<file path="src/hdl/adsr_sawtooth_voice_unit_macros.svh">
// ----------------------------------------------------------------------------
// ADSR sawtooth voice assertion macros
// Concurrent check shorthands on clk with synchronous reset rst.
// ----------------------------------------------------------------------------
`ifndef ADSR_SAWTOOTH_VOICE_UNIT_MACROS_SVH
`define ADSR_SAWTOOTH_VOICE_UNIT_MACROS_SVH

// Check that conseq holds in the same cycle as cond
`define ASV_ASSERT_NOW(label, cond, conseq, msg) \
  label: assert property (@(posedge clk) disable iff (rst) (cond) |-> (conseq)) \
    else $error(msg);

// Check that conseq holds in the cycle after cond
`define ASV_ASSERT_NEXT(label, cond, conseq, msg) \
  label: assert property (@(posedge clk) disable iff (rst) (cond) |=> (conseq)) \
    else $error(msg);

`endif

</file>
<file path="src/hdl/asv_pkg.sv">
// ----------------------------------------------------------------------------
// ADSR sawtooth voice package
// Shared step unit op codes, control struct, action codes and register map.
// ----------------------------------------------------------------------------
`default_nettype none

package asv_pkg;

  // Operations of the shared step unit
  typedef enum logic [1:0] {
    OP_ADD = 2'd0,
    OP_SUB = 2'd1,
    OP_MUL = 2'd2,
    OP_DIV = 2'd3
  } asv_op_t;

  // Sequencer to step unit control
  typedef struct packed {
    asv_op_t op;
    logic    mbit;
  } asv_step_ctl_t;

  // Input action codes
  localparam logic [1:0] ACT_TICK     = 2'd0;
  localparam logic [1:0] ACT_NOTE_OFF = 2'd1;
  localparam logic [1:0] ACT_NOTE_ON  = 2'd2;

  // Configuration register indexes
  localparam int unsigned CFG_INDEX_W = 3;
  localparam int unsigned CFG_DATA_W  = 32;
  localparam logic [CFG_INDEX_W-1:0] REG_ATTACK  = 3'd0;
  localparam logic [CFG_INDEX_W-1:0] REG_DECAY   = 3'd1;
  localparam logic [CFG_INDEX_W-1:0] REG_RELEASE = 3'd2;
  localparam logic [CFG_INDEX_W-1:0] REG_SUSTAIN = 3'd3;
  localparam logic [CFG_INDEX_W-1:0] REG_TAIL    = 3'd4;

  // Register reset values
  localparam logic [15:0] ATTACK_RESET  = 16'd400;
  localparam logic [15:0] DECAY_RESET   = 16'd6000;
  localparam logic [15:0] RELEASE_RESET = 16'd6000;
  localparam logic [15:0] SUSTAIN_RESET = 16'd26214;
  localparam logic [31:0] TAIL_RESET    = 32'd4294960854;

  // Step counts of the iterative operations
  localparam logic [5:0] STEPS_16 = 6'd16;
  localparam logic [5:0] STEPS_32 = 6'd32;

endpackage

`default_nettype wire

</file>
<file path="src/hdl/asv_step_unit.sv">
// ----------------------------------------------------------------------------
// ADSR sawtooth voice step unit
// One 64-bit add/subtract datapath: plain add, plain subtract, one shift-add
// multiply step (multiplier MSB first) or one restoring divide step.
// ----------------------------------------------------------------------------
`default_nettype none

module asv_step_unit (
  input  wire logic [63:0]           acc,
  input  wire logic [63:0]           opnd,
  input  wire asv_pkg::asv_step_ctl_t ctl,
  output logic [63:0]                res
);

  logic [63:0] a_in;
  logic [63:0] b_in;
  logic        sub;
  logic [64:0] sum;

  // Select operands: multiply and divide steps shift the accumulator first
  always_comb begin
    unique case (ctl.op)
      asv_pkg::OP_ADD: begin
        a_in = acc;
        b_in = opnd;
        sub  = 1'b0;
      end
      asv_pkg::OP_SUB: begin
        a_in = acc;
        b_in = opnd;
        sub  = 1'b1;
      end
      asv_pkg::OP_MUL: begin
        a_in = {acc[62:0], 1'b0};
        b_in = ctl.mbit ? opnd : 64'd0;
        sub  = 1'b0;
      end
      asv_pkg::OP_DIV: begin
        a_in = {acc[62:0], 1'b0};
        b_in = opnd;
        sub  = 1'b1;
      end
    endcase
  end

  // Single shared adder; carry out on subtract means no borrow
  assign sum = {1'b0, a_in} + {1'b0, b_in ^ {64{sub}}} + {64'd0, sub};

  // Divide step keeps the difference and sets the quotient bit when it fits
  always_comb begin
    if (ctl.op == asv_pkg::OP_DIV) begin
      res = sum[64] ? {sum[63:1], 1'b1} : a_in;
    end else begin
      res = sum[63:0];
    end
  end

endmodule

`default_nettype wire

</file>
<file path="src/hdl/adsr_sawtooth_voice_unit.sv">
// ----------------------------------------------------------------------------
// ADSR sawtooth voice unit: one saw oscillator under a four-stage envelope.
// Ramps use 16 multiply + 16 divide steps, the sustain tail 32 multiply
// steps, the voice gain 32 multiply steps, all on one shared adder.
// One item at a time; next accept the cycle after its result is registered.
// Reset loads register defaults and clears phase, level, tick count and tail.
// ----------------------------------------------------------------------------
`default_nettype none

`include "adsr_sawtooth_voice_unit_macros.svh"

module adsr_sawtooth_voice_unit #(
  parameter int unsigned SAMPLE_WIDTH = 24,
  parameter int unsigned TICK_WIDTH   = 24
) (
  input  wire logic                               clk,
  input  wire logic                               rst,
  // Configuration write port
  input  wire logic                               cfg_write,
  input  wire logic [asv_pkg::CFG_INDEX_W-1:0]    cfg_index,
  input  wire logic [asv_pkg::CFG_DATA_W-1:0]     cfg_data,
  // Input channel
  input  wire logic                               in_valid,
  output logic                                    in_stall,
  input  wire logic [1:0]                         action,
  input  wire logic [30:0]                        phase_step,
  input  wire logic [15:0]                        amplitude,
  input  wire logic signed [SAMPLE_WIDTH-1:0]     mix_in,
  // Output channel
  output logic                                    out_valid,
  input  wire logic                               out_stall,
  output logic signed [SAMPLE_WIDTH-1:0]          mix_out,
  output logic                                    finished,
  output logic [15:0]                             envelope_level
);

  localparam int unsigned SW  = SAMPLE_WIDTH;
  localparam int unsigned TW  = TICK_WIDTH;
  localparam int unsigned SH  = 61 - SAMPLE_WIDTH;
  localparam logic [63:0] RND_MASK = (64'd1 << SH) - 64'd1;

  typedef enum logic [12:0] {
    ST_IDLE  = 13'b0000000000001,
    ST_EVAL1 = 13'b0000000000010,
    ST_EVAL2 = 13'b0000000000100,
    ST_LMUL  = 13'b0000000001000,
    ST_ADDZ  = 13'b0000000010000,
    ST_SUBZ  = 13'b0000000100000,
    ST_DIV   = 13'b0000001000000,
    ST_TMUL  = 13'b0000010000000,
    ST_POST  = 13'b0000100000000,
    ST_CMUL1 = 13'b0001000000000,
    ST_CMUL2 = 13'b0010000000000,
    ST_RND   = 13'b0100000000000,
    ST_FIN   = 13'b1000000000000
  } state_t;

  // Configuration registers
  logic [15:0] attack_length;
  logic [15:0] decay_length;
  logic [15:0] release_length;
  logic [15:0] sustain_level;
  logic [31:0] tail_factor;

  // Voice state
  logic [31:0]   osc_phase, osc_phase_next;
  logic [15:0]   latched_level, latched_level_next;
  logic [TW-1:0] tick_count, tick_count_next;
  logic          gate_on, gate_on_next;
  logic [31:0]   tail_level, tail_level_next;

  // Sequencer
  state_t     state, state_next;
  logic [5:0] count, count_next;
  logic       ended, ended_next;

  // Captured item
  logic [1:0]    act_q, act_q_next;
  logic [30:0]   step_q, step_q_next;
  logic [15:0]   amp_q, amp_q_next;
  logic [SW-1:0] mix_q, mix_q_next;

  // Work registers
  logic [TW:0]   att_rem, att_rem_next;
  logic [TW:0]   rel_rem, rel_rem_next;
  logic [TW-1:0] p_val, p_val_next;
  logic [15:0]   t_lo, t_lo_next;
  logic [15:0]   kval, kval_next;
  logic [15:0]   den, den_next;
  logic [15:0]   level, level_next;
  logic [63:0]   acc, acc_next;
  logic [63:0]   opnd, opnd_next;
  logic [31:0]   mplier, mplier_next;

  // Output register
  logic          out_valid_next;
  logic [SW-1:0] mix_out_next;
  logic          finished_next;
  logic [15:0]   envelope_level_next;

  // Shared unit
  asv_pkg::asv_step_ctl_t step_ctl;
  logic [63:0]            step_res;

  // Combinational helpers
  logic [TW:0]   dmp;
  logic          att_live, rel_live, dec_live, at_edge;
  logic [31:0]   phase_mag;
  logic          phase_neg;
  logic          fin_go;
  logic [SW+3:0] mix_ext, q_ext, mix_sum;
  logic          mix_ovf;
  logic [SW-1:0] mix_sat;

  asv_step_unit u_step (
    .acc  (acc),
    .opnd (opnd),
    .ctl  (step_ctl),
    .res  (step_res)
  );

  assign in_stall = (state != ST_IDLE);
  assign fin_go   = !out_valid || !out_stall;

  // Drive the shared unit from the sequencer state
  always_comb begin
    step_ctl.mbit = mplier[31];
    if (state == ST_DIV) begin
      step_ctl.op = asv_pkg::OP_DIV;
    end else if (state == ST_SUBZ) begin
      step_ctl.op = asv_pkg::OP_SUB;
    end else if (state == ST_ADDZ || state == ST_RND) begin
      step_ctl.op = asv_pkg::OP_ADD;
    end else begin
      step_ctl.op = asv_pkg::OP_MUL;
    end
  end

  // Envelope stage decode from the registered tick differences
  assign dmp = {{(TW + 1 - 16){1'b0}}, decay_length} - {1'b0, p_val};
  assign att_live = !att_rem[TW] && (att_rem != '0);
  assign rel_live = !rel_rem[TW] && (rel_rem != '0);
  assign dec_live = !dmp[TW] && (dmp != '0);
  assign at_edge  = (dmp == '0);

  // Centered phase as sign and magnitude
  assign phase_neg = !osc_phase[31];
  assign phase_mag = osc_phase[31] ? {1'b0, osc_phase[30:0]}
                                   : (32'h8000_0000 - {1'b0, osc_phase[30:0]});

  // Add the scaled contribution to the mix and saturate
  assign mix_ext = {{4{mix_q[SW-1]}}, mix_q};
  assign q_ext   = {1'b0, acc[63:SH]};
  assign mix_sum = phase_neg ? (mix_ext - q_ext) : (mix_ext + q_ext);
  assign mix_ovf = !((&mix_sum[SW+3:SW-1]) || !(|mix_sum[SW+3:SW-1]));
  assign mix_sat = !mix_ovf ? mix_sum[SW-1:0]
                 : (mix_sum[SW+3] ? {1'b1, {(SW-1){1'b0}}} : {1'b0, {(SW-1){1'b1}}});

  // Sequencer and datapath next values
  always_comb begin
    state_next          = state;
    count_next          = count;
    ended_next          = ended;
    act_q_next          = act_q;
    step_q_next         = step_q;
    amp_q_next          = amp_q;
    mix_q_next          = mix_q;
    att_rem_next        = att_rem;
    rel_rem_next        = rel_rem;
    p_val_next          = p_val;
    t_lo_next           = t_lo;
    kval_next           = kval;
    den_next            = den;
    level_next          = level;
    acc_next            = acc;
    opnd_next           = opnd;
    mplier_next         = mplier;
    osc_phase_next      = osc_phase;
    latched_level_next  = latched_level;
    tick_count_next     = tick_count;
    gate_on_next        = gate_on;
    tail_level_next     = tail_level;
    out_valid_next      = out_valid && out_stall;
    mix_out_next        = mix_out;
    finished_next       = finished;
    envelope_level_next = envelope_level;

    unique case (state)
      ST_IDLE: begin
        // Take a beat
        if (in_valid) begin
          act_q_next  = action;
          step_q_next = phase_step;
          amp_q_next  = amplitude;
          mix_q_next  = mix_in;
          level_next  = 16'd0;
          ended_next  = 1'b0;
          state_next  = ST_EVAL1;
        end
      end

      ST_EVAL1: begin
        // Compare the tick count against the stage lengths, advance it; unused actions finish
        if (act_q == asv_pkg::ACT_TICK || act_q == asv_pkg::ACT_NOTE_OFF ||
            act_q == asv_pkg::ACT_NOTE_ON) begin
          att_rem_next = {{(TW + 1 - 16){1'b0}}, attack_length} - {1'b0, tick_count};
          rel_rem_next = {{(TW + 1 - 16){1'b0}}, release_length} - {1'b0, tick_count};
          p_val_next   = tick_count - {{(TW - 16){1'b0}}, attack_length};
          t_lo_next    = tick_count[15:0];
          if (tick_count != '1) begin
            tick_count_next = tick_count + {{(TW - 1){1'b0}}, 1'b1};
          end
          state_next = ST_EVAL2;
        end else begin
          state_next = ST_FIN;
        end
      end

      ST_EVAL2: begin
        // Pick the envelope stage and set up its arithmetic
        acc_next   = 64'd0;
        count_next = asv_pkg::STEPS_16;
        if (gate_on && att_live) begin
          opnd_next   = {48'd0, att_rem[15:0]};
          mplier_next = {latched_level, 16'd0};
          kval_next   = t_lo;
          den_next    = attack_length;
          state_next  = ST_LMUL;
        end else if (gate_on && dec_live) begin
          opnd_next   = {48'd0, p_val[15:0]};
          mplier_next = {sustain_level, 16'd0};
          kval_next   = dmp[15:0];
          den_next    = decay_length;
          state_next  = ST_LMUL;
        end else if (gate_on && sustain_level != 16'd0) begin
          if (at_edge) begin
            tail_level_next = {sustain_level, 16'd0};
            level_next      = sustain_level;
            state_next      = ST_POST;
          end else begin
            opnd_next   = {32'd0, tail_level};
            mplier_next = tail_factor;
            count_next  = asv_pkg::STEPS_32;
            state_next  = ST_TMUL;
          end
        end else if (!gate_on && rel_live) begin
          opnd_next   = {48'd0, rel_rem[15:0]};
          mplier_next = {latched_level, 16'd0};
          kval_next   = 16'd0;
          den_next    = release_length;
          state_next  = ST_LMUL;
        end else begin
          ended_next = 1'b1;
          state_next = ST_FIN;
        end
      end

      ST_LMUL: begin
        // Weight times level, one multiplier bit per cycle
        acc_next    = step_res;
        mplier_next = {mplier[30:0], 1'b0};
        count_next  = count - 6'd1;
        if (count == 6'd1) begin
          opnd_next  = {32'd0, kval, 16'd0};
          state_next = ST_ADDZ;
        end
      end

      ST_ADDZ: begin
        // Add k * 65535 as k << 16, then subtract k
        acc_next   = step_res;
        opnd_next  = {48'd0, kval};
        state_next = ST_SUBZ;
      end

      ST_SUBZ: begin
        // Align the numerator so the top half is the starting remainder
        acc_next   = {step_res[47:0], 16'd0};
        opnd_next  = {16'd0, den, 32'd0};
        count_next = asv_pkg::STEPS_16;
        state_next = ST_DIV;
      end

      ST_DIV: begin
        // Restoring divide, one quotient bit per cycle
        acc_next   = step_res;
        count_next = count - 6'd1;
        if (count == 6'd1) begin
          level_next = step_res[15:0];
          state_next = ST_POST;
        end
      end

      ST_TMUL: begin
        // Sustain tail times decay factor
        acc_next    = step_res;
        mplier_next = {mplier[30:0], 1'b0};
        count_next  = count - 6'd1;
        if (count == 6'd1) begin
          tail_level_next = step_res[63:32];
          level_next      = step_res[63:48];
          state_next      = ST_POST;
        end
      end

      ST_POST: begin
        // Ticks go on to the voice gain, note events finish here
        if (act_q == asv_pkg::ACT_TICK) begin
          acc_next    = 64'd0;
          opnd_next   = {32'd0, phase_mag};
          mplier_next = {amp_q, 16'd0};
          count_next  = asv_pkg::STEPS_16;
          state_next  = ST_CMUL1;
        end else begin
          state_next = ST_FIN;
        end
      end

      ST_CMUL1: begin
        // Phase magnitude times amplitude
        acc_next    = step_res;
        mplier_next = {mplier[30:0], 1'b0};
        count_next  = count - 6'd1;
        if (count == 6'd1) begin
          acc_next    = 64'd0;
          opnd_next   = step_res;
          mplier_next = {level, 16'd0};
          count_next  = asv_pkg::STEPS_16;
          state_next  = ST_CMUL2;
        end
      end

      ST_CMUL2: begin
        // Times envelope level
        acc_next    = step_res;
        mplier_next = {mplier[30:0], 1'b0};
        count_next  = count - 6'd1;
        if (count == 6'd1) begin
          opnd_next  = phase_neg ? RND_MASK : 64'd0;
          state_next = ST_RND;
        end
      end

      ST_RND: begin
        // Round negative magnitudes up so the shift floors the signed value
        acc_next   = step_res;
        state_next = ST_FIN;
      end

      ST_FIN: begin
        // Load the result once the output register is free, commit state
        if (fin_go) begin
          out_valid_next      = 1'b1;
          mix_out_next        = mix_q;
          finished_next       = ended;
          envelope_level_next = level;
          if (act_q == asv_pkg::ACT_TICK && !ended) begin
            mix_out_next   = mix_sat;
            osc_phase_next = osc_phase + {1'b0, step_q};
          end else if (act_q == asv_pkg::ACT_NOTE_OFF || act_q == asv_pkg::ACT_NOTE_ON) begin
            finished_next      = 1'b0;
            latched_level_next = level;
            gate_on_next       = (act_q == asv_pkg::ACT_NOTE_ON);
            tick_count_next    = '0;
          end
          state_next = ST_IDLE;
        end
      end

      default: begin
        state_next = ST_IDLE;
      end
    endcase
  end

  // Control and voice state
  always_ff @(posedge clk) begin
    if (rst) begin
      state         <= ST_IDLE;
      out_valid     <= 1'b0;
      osc_phase     <= 32'd0;
      latched_level <= 16'd0;
      tick_count    <= '0;
      gate_on       <= 1'b1;
      tail_level    <= 32'd0;
    end else begin
      state         <= state_next;
      out_valid     <= out_valid_next;
      osc_phase     <= osc_phase_next;
      latched_level <= latched_level_next;
      tick_count    <= tick_count_next;
      gate_on       <= gate_on_next;
      tail_level    <= tail_level_next;
    end
  end

  // Configuration writes
  always_ff @(posedge clk) begin
    if (rst) begin
      attack_length  <= asv_pkg::ATTACK_RESET;
      decay_length   <= asv_pkg::DECAY_RESET;
      release_length <= asv_pkg::RELEASE_RESET;
      sustain_level  <= asv_pkg::SUSTAIN_RESET;
      tail_factor    <= asv_pkg::TAIL_RESET;
    end else if (cfg_write) begin
      unique case (cfg_index)
        asv_pkg::REG_ATTACK:  attack_length  <= cfg_data[15:0];
        asv_pkg::REG_DECAY:   decay_length   <= cfg_data[15:0];
        asv_pkg::REG_RELEASE: release_length <= cfg_data[15:0];
        asv_pkg::REG_SUSTAIN: sustain_level  <= cfg_data[15:0];
        asv_pkg::REG_TAIL:    tail_factor    <= cfg_data[31:0];
        default: begin
        end
      endcase
    end
  end

  // Datapath registers
  always_ff @(posedge clk) begin
    count          <= count_next;
    ended          <= ended_next;
    act_q          <= act_q_next;
    step_q         <= step_q_next;
    amp_q          <= amp_q_next;
    mix_q          <= mix_q_next;
    att_rem        <= att_rem_next;
    rel_rem        <= rel_rem_next;
    p_val          <= p_val_next;
    t_lo           <= t_lo_next;
    kval           <= kval_next;
    den            <= den_next;
    level          <= level_next;
    acc            <= acc_next;
    opnd           <= opnd_next;
    mplier         <= mplier_next;
    mix_out        <= mix_out_next;
    finished       <= finished_next;
    envelope_level <= envelope_level_next;
  end

  // Remainder stays below the 16-bit divisor throughout the divide
  `ASV_ASSERT_NOW(a_div_rem_bound, state == ST_DIV, acc[63:48] == 16'd0, "divide remainder overflow")

  // A finished result never carries a level
  `ASV_ASSERT_NOW(a_end_silent, out_valid && finished, envelope_level == 16'd0, "level on finished beat")

  // Leaving the final state always presents a beat
  `ASV_ASSERT_NEXT(a_fin_loads, state == ST_FIN && fin_go, out_valid, "result beat not loaded")

endmodule

`default_nettype wire
</file>
<file path="config.mk">
export PLATFORM = sky130hd
export DESIGN_NAME = adsr_sawtooth_voice_unit
export DESIGN_NICKNAME = d
export VERILOG_FILES = /design/src/hdl/asv_pkg.sv /design/src/hdl/asv_step_unit.sv /design/src/hdl/adsr_sawtooth_voice_unit.sv
export VERILOG_INCLUDE_DIRS = /design/src /design/src/hdl
export SDC_FILE = /design/constraint.sdc
export NUM_CORES = 2
export LEC_CHECK = 0
export BUFFER_PORTS_ARGS = -buffer_cell sky130_fd_sc_hd__buf_2
export CORE_AREA = 2 2 365 367
export DETAILED_ROUTE_END_ITERATION = 8
export DIE_AREA = 0 0 367 369
export PLACE_DENSITY_LB_ADDON = 0.05
export RECOVER_POWER = 100
export SKIP_CTS_REPAIR_TIMING = 1
export SYNTH_ARGS = -nofsm -noshare
export SYNTH_HDL_FRONTEND = slang
export SYNTH_HIERARCHICAL = 1
export SYNTH_SLANG_ARGS = --single-unit
</file>
<file path="constraint.sdc">
create_clock -name clk -period 8.7 [get_ports clk]
set_input_delay 2.61 -clock clk [delete_from_list [all_inputs] [get_ports clk]]
set_output_delay 2.61 -clock clk [all_outputs]
set_load 0.05 [all_outputs]
</file>
# [Yosys cells after proc, flatten, opt, wreduce, memory -nomap -nowiden]
# Cells that the tools add are included.
[classes] add_sub_neg=12 eq_ne=47 n_mux=95 bitwise_logic=2 n_reduce_logical=71
[op_table] cell="$mux 64" n=14
[op_table] cell="$pmux 64 s7" n=1
[op_table] cell="$mux 32" n=13
[op_table] cell="$pmux 64 s5" n=1
[op_table] cell="$pmux 64 s2" n=2
[op_table] cell="$mux 16" n=15
[op_table] cell="$mux 24" n=8
[op_table] cell="$mux 13" n=12
[op_table] cell="$pmux 13 s12" n=1
[op_table] cell="$pmux 32 s4" n=1
[op_table] cell="$reduce_bool 25->1" n=3
[op_table] cell="$sub 16x24->25" n=3
[op_table] cell="$add 64x64->65" n=1
[op_table] cell="$add 65x1->65" n=1
[op_table] cell="$pmux 16 s4" n=1
[op_table] cell="$pmux 32 s2" n=1
[op_table] cell="$xor 64x64->64" n=1
[op_table] cell="$pmux 24 s2" n=1
[op_table] cell="$mux 37" n=1
[op_table] cell="$mux 6" n=6
[op_table] cell="$ne 2x2->1 const B" n=17
[op_table] cell="$add 32x31->32" n=1
[op_table] cell="$sub 32x31->32 const A" n=1
[op_table] cell="$pmux 6 s5" n=1
[op_table] cell="59 further kinds" n=120
[word_totals] register_bits=634 input_bits=113 out_inout_bits=43

# [Logic depth before layout (Yosys ltp)]
[logic_depth] word_depth=15 mapped_depth=30 ltp_nobuf=22

# [Hierarchy]
# Netlist, hierarchy kept.
[modules_own_cells] mod="adsr_sawtooth_voice_unit" instances=1 cells_each=3209 area_per_inst_um2=33047.9
[modules_own_cells] mod="asv_step_unit" instances=1 cells_each=890 area_per_inst_um2=6065.8

# [Worst setup path after synthesis]
# No wires, ideal clock.
[synth_path] path_type="reg-to-reg" start="register att_rem[0]" end="register opnd[0] (enable)" setup_time_ns=0.578 arrival_ns=7.197 t_required_ns=8.122 setup_slack_ns=0.925 path_stages_with_launch=13 n_path_buf=0 path_cell_list="edfxtp_1 > ha_1 > fa_1 > nand2b_1 > a211oi_2 > nor2_1 > o211a_1 > xnor2_1 > or4_1 > o41ai_4 > nand2_1 > o32ai_1 > nor3b_1"
[synth_between] elab_chain_len=5 word_cells_on_any_way=6 cone_classes="eq/ne (2); reduce/logical (4)"
[synth_rtl] element="start: declaration" line_no="adsr_sawtooth_voice_unit.sv:84" source="logic [TW:0] att_rem, att_rem_next;"
[synth_rtl] element="start signal: assignment" line_no="adsr_sawtooth_voice_unit.sv:426" source="att_rem <= att_rem_next;"
[synth_rtl] element="$reduce_bool 25->1 *" line_no="adsr_sawtooth_voice_unit.sv:141" source="assign att_live = !att_rem[TW] && (att_rem != '0);"
[synth_rtl] element="$logic_and 1x1->1 *" line_no="adsr_sawtooth_voice_unit.sv:141"
[synth_rtl] element="$logic_and 1x1->1 *" line_no="adsr_sawtooth_voice_unit.sv:223" source="if (gate_on && att_live) begin"
[synth_rtl] element="$ne 5x5->1 (no source line)"
[synth_rtl] element="$reduce_and 7->1 (no source line) *"
[synth_rtl] element="end signal: assignment" line_no="adsr_sawtooth_voice_unit.sv:434" source="opnd <= opnd_next;"
[synth_rtl] element="end: declaration" line_no="adsr_sawtooth_voice_unit.sv:92" source="logic [63:0] opnd, opnd_next;"
# Mark *: on every way between the ends. The rest lies on a longest branch, timed or not.
# A chain may end at the register's enable or synchronous reset.

==> results.py <==
metrics = {
    "pwr": {
        "cellPowerDensity_nw_per_um2": 178,
        "vdd_ir_drop_max_mv": 0.152,
        "power_uw": 7880,
        "p_leak_uw": 0.0163,
    },
    "synthesis": {
        "yosysUniqueCellTypes": 101,
        "synth_warnings": 6,
        "syn_area_sq_um": 39100,
        "postSynthCellCount": 4099,
        "avgSynthCellArea_sq_um": 9.54,
        "ys_seq_area_share_pct": 43.1,
        "ys.flop_type": "edfxtp_1",
        "async_flop_share_pct": 0,
        "synth_nets": 4412,
        "ys_seq_elements": 633,
        "synth-edff-count": 418,
    },
    "clock_tree": {
        "cts_buffers": 81,
        "cts.reportedPaths.clkPinSlew_ns": 0.06,
        "clock_sinks": 633,
        "root_buffer": "clkbuf_16",
        "cts_tree": "done",
        "clk_latency_ns": 0.69,
        "htreeDepth": 3,
        "cts.path.max_buffers": 3,
    },
    "final_layout": {
        "utilization_pct": 33.8,
        "layout-drive-gt1-share_pct": 10.3,
        "final_cells": 5993,
        "area_growth_pct": 13.4,
        "layout.nets": 4481,
    },
    "timing": {
        "hold_viol": 0,
        "relSlewSlack_pct": -201,
        "worst_slack_ns": 0.640,
        "finalSetupViolations": 0,
        "slew_viol_final": 779,
        "fmax_mhz": 124,
        "finalCritPeriodShare_pct": 92.6,
        "tightest_slew_ns": 4.52,
        "rsz0062_at_grt": "false",
        "fin_setup_tns_ns": 0,
        "min_period_ns": 8.06,
        "skew_ns": 0.0342,
    },
    "grt": {
        "track_usage_pct": 22.5,
        "grt_max_degree": 93,
        "grt_pass1_vias": 31500,
        "antenna_found_initial": 8,
        "grt_pass1_wl_microns": 226000,
        "gr-total-overflow": 0,
    },
    "placement": {
        "dp_slack_ns": 0.983,
        "hpwl_microns": 116000,
        "place_congestion": 0.867,
        "placed_cells": 5840,
        "portBuffers": 155,
    },
    "outcome": {
        "status": "finished, violations left",
        "violations": "capacitance limit, slew limit",
    },
    "critical_path": {
        "cp-end-kind": "flop",
        "crit_path_max_fanout": 63,
        "required_ns": 9.32,
        "startpoint_type": "flop",
        "critPathKind": "flop to flop",
        "crit_arrival_ns": 8.68,
    },
    "job": {
        "drv_cap": 18,
    },
    "route": {
        "vias_per_cell": 5.30,
        "drt_iter0_drc": 2497,
        "drt-total-wl_microns": 155000,
        "wl_per_cell_microns": 25.9,
        "drc": 0,
        "dr.pass1.iters": 8,
        "vias": 31800,
        "ant_nets": 0,
    },
    "min_path": {
        "hold_class": "flop to flop",
    },
    "die": {
        "core-area_sq_um": 131000,
        "die_x_microns": 367,
        "io_pins": 156,
        "rows": 133,
        "die_area_sq_um": 135000,
        "fp.dieH_microns": 369,
        "start_util_pct": 29.8,
    },
}
-- through the flow --
step           cell area, sq um  hold slack (ns)
6_report                  44300            0.454
5_1_grt                   44300            0.471
4_1_cts                   44600            0.456
3_5_place_dp              41800            0.448
3_3_place_gp              41800            0.441
2_1_floorplan             39100            0.432
-- worst max-delay path, cell delays in order (launching register included) --
cell and delay [ns]:
dfxtp_1 0.46, nor4_1 0.16, and2_0 0.22, nand3_1 0.14, nor3b_2 0.09, nor2_2 1.11, nor3b_1 0.30, buf_4 0.70
nor2_1 0.18, fa_1 0.46, a21o_1 0.20, a221o_1 0.36, a211oi_2 0.35, nor3_1 0.18, o211ai_1 0.42, a211oi_1 0.17
nor3_1 0.30, o211ai_1 0.21, buf_4 0.23, a21oi_1 1.14, mux2i_1 0.17, nor3_1 0.21, a31o_2 0.16
-- per-layer routing --
layer  GRT usage, %  wire, microns  share of wire, %  up-vias
met5              0              0                 0        -
li1               -              -                 -    15200
met2           37.0          72200                46      715
met1           30.5          72000                46    15600
met4           6.98           5260               3.4        0
met3           2.90           6020               3.9      198
-- state kept, by name (all words and copies together) (netlist names), 23 cells and up --
name	flops
acc	64
att_rem	25
mix_out	24
mix_q	24
mplier	32
opnd	64
osc_phase	32
p_val	23
rel_rem	25
step_q	31
tail_factor	32
tail_level	32
tick_count	24
-- placed cells by master (no fill, tap or decap), drive strengths merged, types with 140 or more instances in the layout --
cell type,instances
nand2,464
a21oi,323
clkbuf,192
o21ai,170
inv,140
ha,193
dfxtp,215
edfxtp,418
nor2,381
xnor2,225
-- Yosys cell counts (all sizes together), types with 27 or more instances --
| master | instances | area share [%] |
|---|---|---|
| nand2 | 464 | 4.5 |
| edfxtp | 418 | 32 |
| nor2 | 381 | 3.7 |
| a21oi | 323 | 4.1 |
| xnor2 | 225 | 5.0 |
| dfxtp | 215 | 11 |
| ha | 193 | 6.2 |
| clkbuf | 180 | 1.7 |
| o21ai | 170 | 2.2 |
| inv | 137 | 1.3 |
| mux2 | 116 | 3.3 |
| nand3 | 110 | 1.4 |
| xor2 | 91 | 2.0 |
| nor3 | 87 | 1.2 |
| a21o | 78 | 1.5 |
| a22o | 77 | 1.7 |
| mux2i | 69 | 1.8 |
| and2 | 59 | 0.94 |
| nor4 | 51 | 0.96 |
| buf | 48 | 0.62 |
| a221o | 38 | 0.97 |
| nand4 | 38 | 0.62 |
| o211ai | 37 | 0.71 |
| a221oi | 36 | 0.84 |
| a31o | 34 | 0.76 |
| a31oi | 32 | 0.55 |
| o21a | 29 | 0.56 |
| a222oi | 28 | 0.72 |
| nor2b | 27 | 0.43 |
-- kinds of logic (layout without fill, tap and decap cells) --
family,count (synthesis),after routing,synth area share (%)
multiplexers,185,185,5.11
AO/OA/AOI/OAI,1028,1028,17.9
other,0,1,0
buffers and inverters,366,504,3.67
XOR/XNOR,316,316,7.08
adder cells (fa/ha/maj),200,200,6.53
AND/OR/NAND/NOR,1371,1371,16.6
flip-flops,633,633,43.1
-- report_power, final --
group          leakage, uW  internal (uW)  switching, uW
logic              0.00949            255            514
clock network      0.00137           2140           1460
registers          0.00548           3370            146
-- layout make-up --
type / count / area [sq um]
Clock buffer: 114 / 2330
Multi-Input combinational cell: 3100 / 20900
Tap cell: 1755 / 2200
Sequential cell: 633 / 16900
Clock inverter: 38 / 465
Timing Repair Buffer: 214 / 1060
Fill cell: 13700 / 86800
Antenna cell: 1 / 2.50
Inverter: 138 / 520
-- path summary, 6_finish.rpt --
kind,cells past startpoint,start,slack (ns),to
worst min-delay path,2,tail_factor[0],0.45,tail_factor[0]
worst min register to register,2,tail_factor[0],0.45,tail_factor[0]
worst max-delay path,22,state[7],0.64,tail_level[19]
worst max register to register,22,state[7],0.64,tail_level[19]
Note: power is estimated with default switching activity, not from simulation.
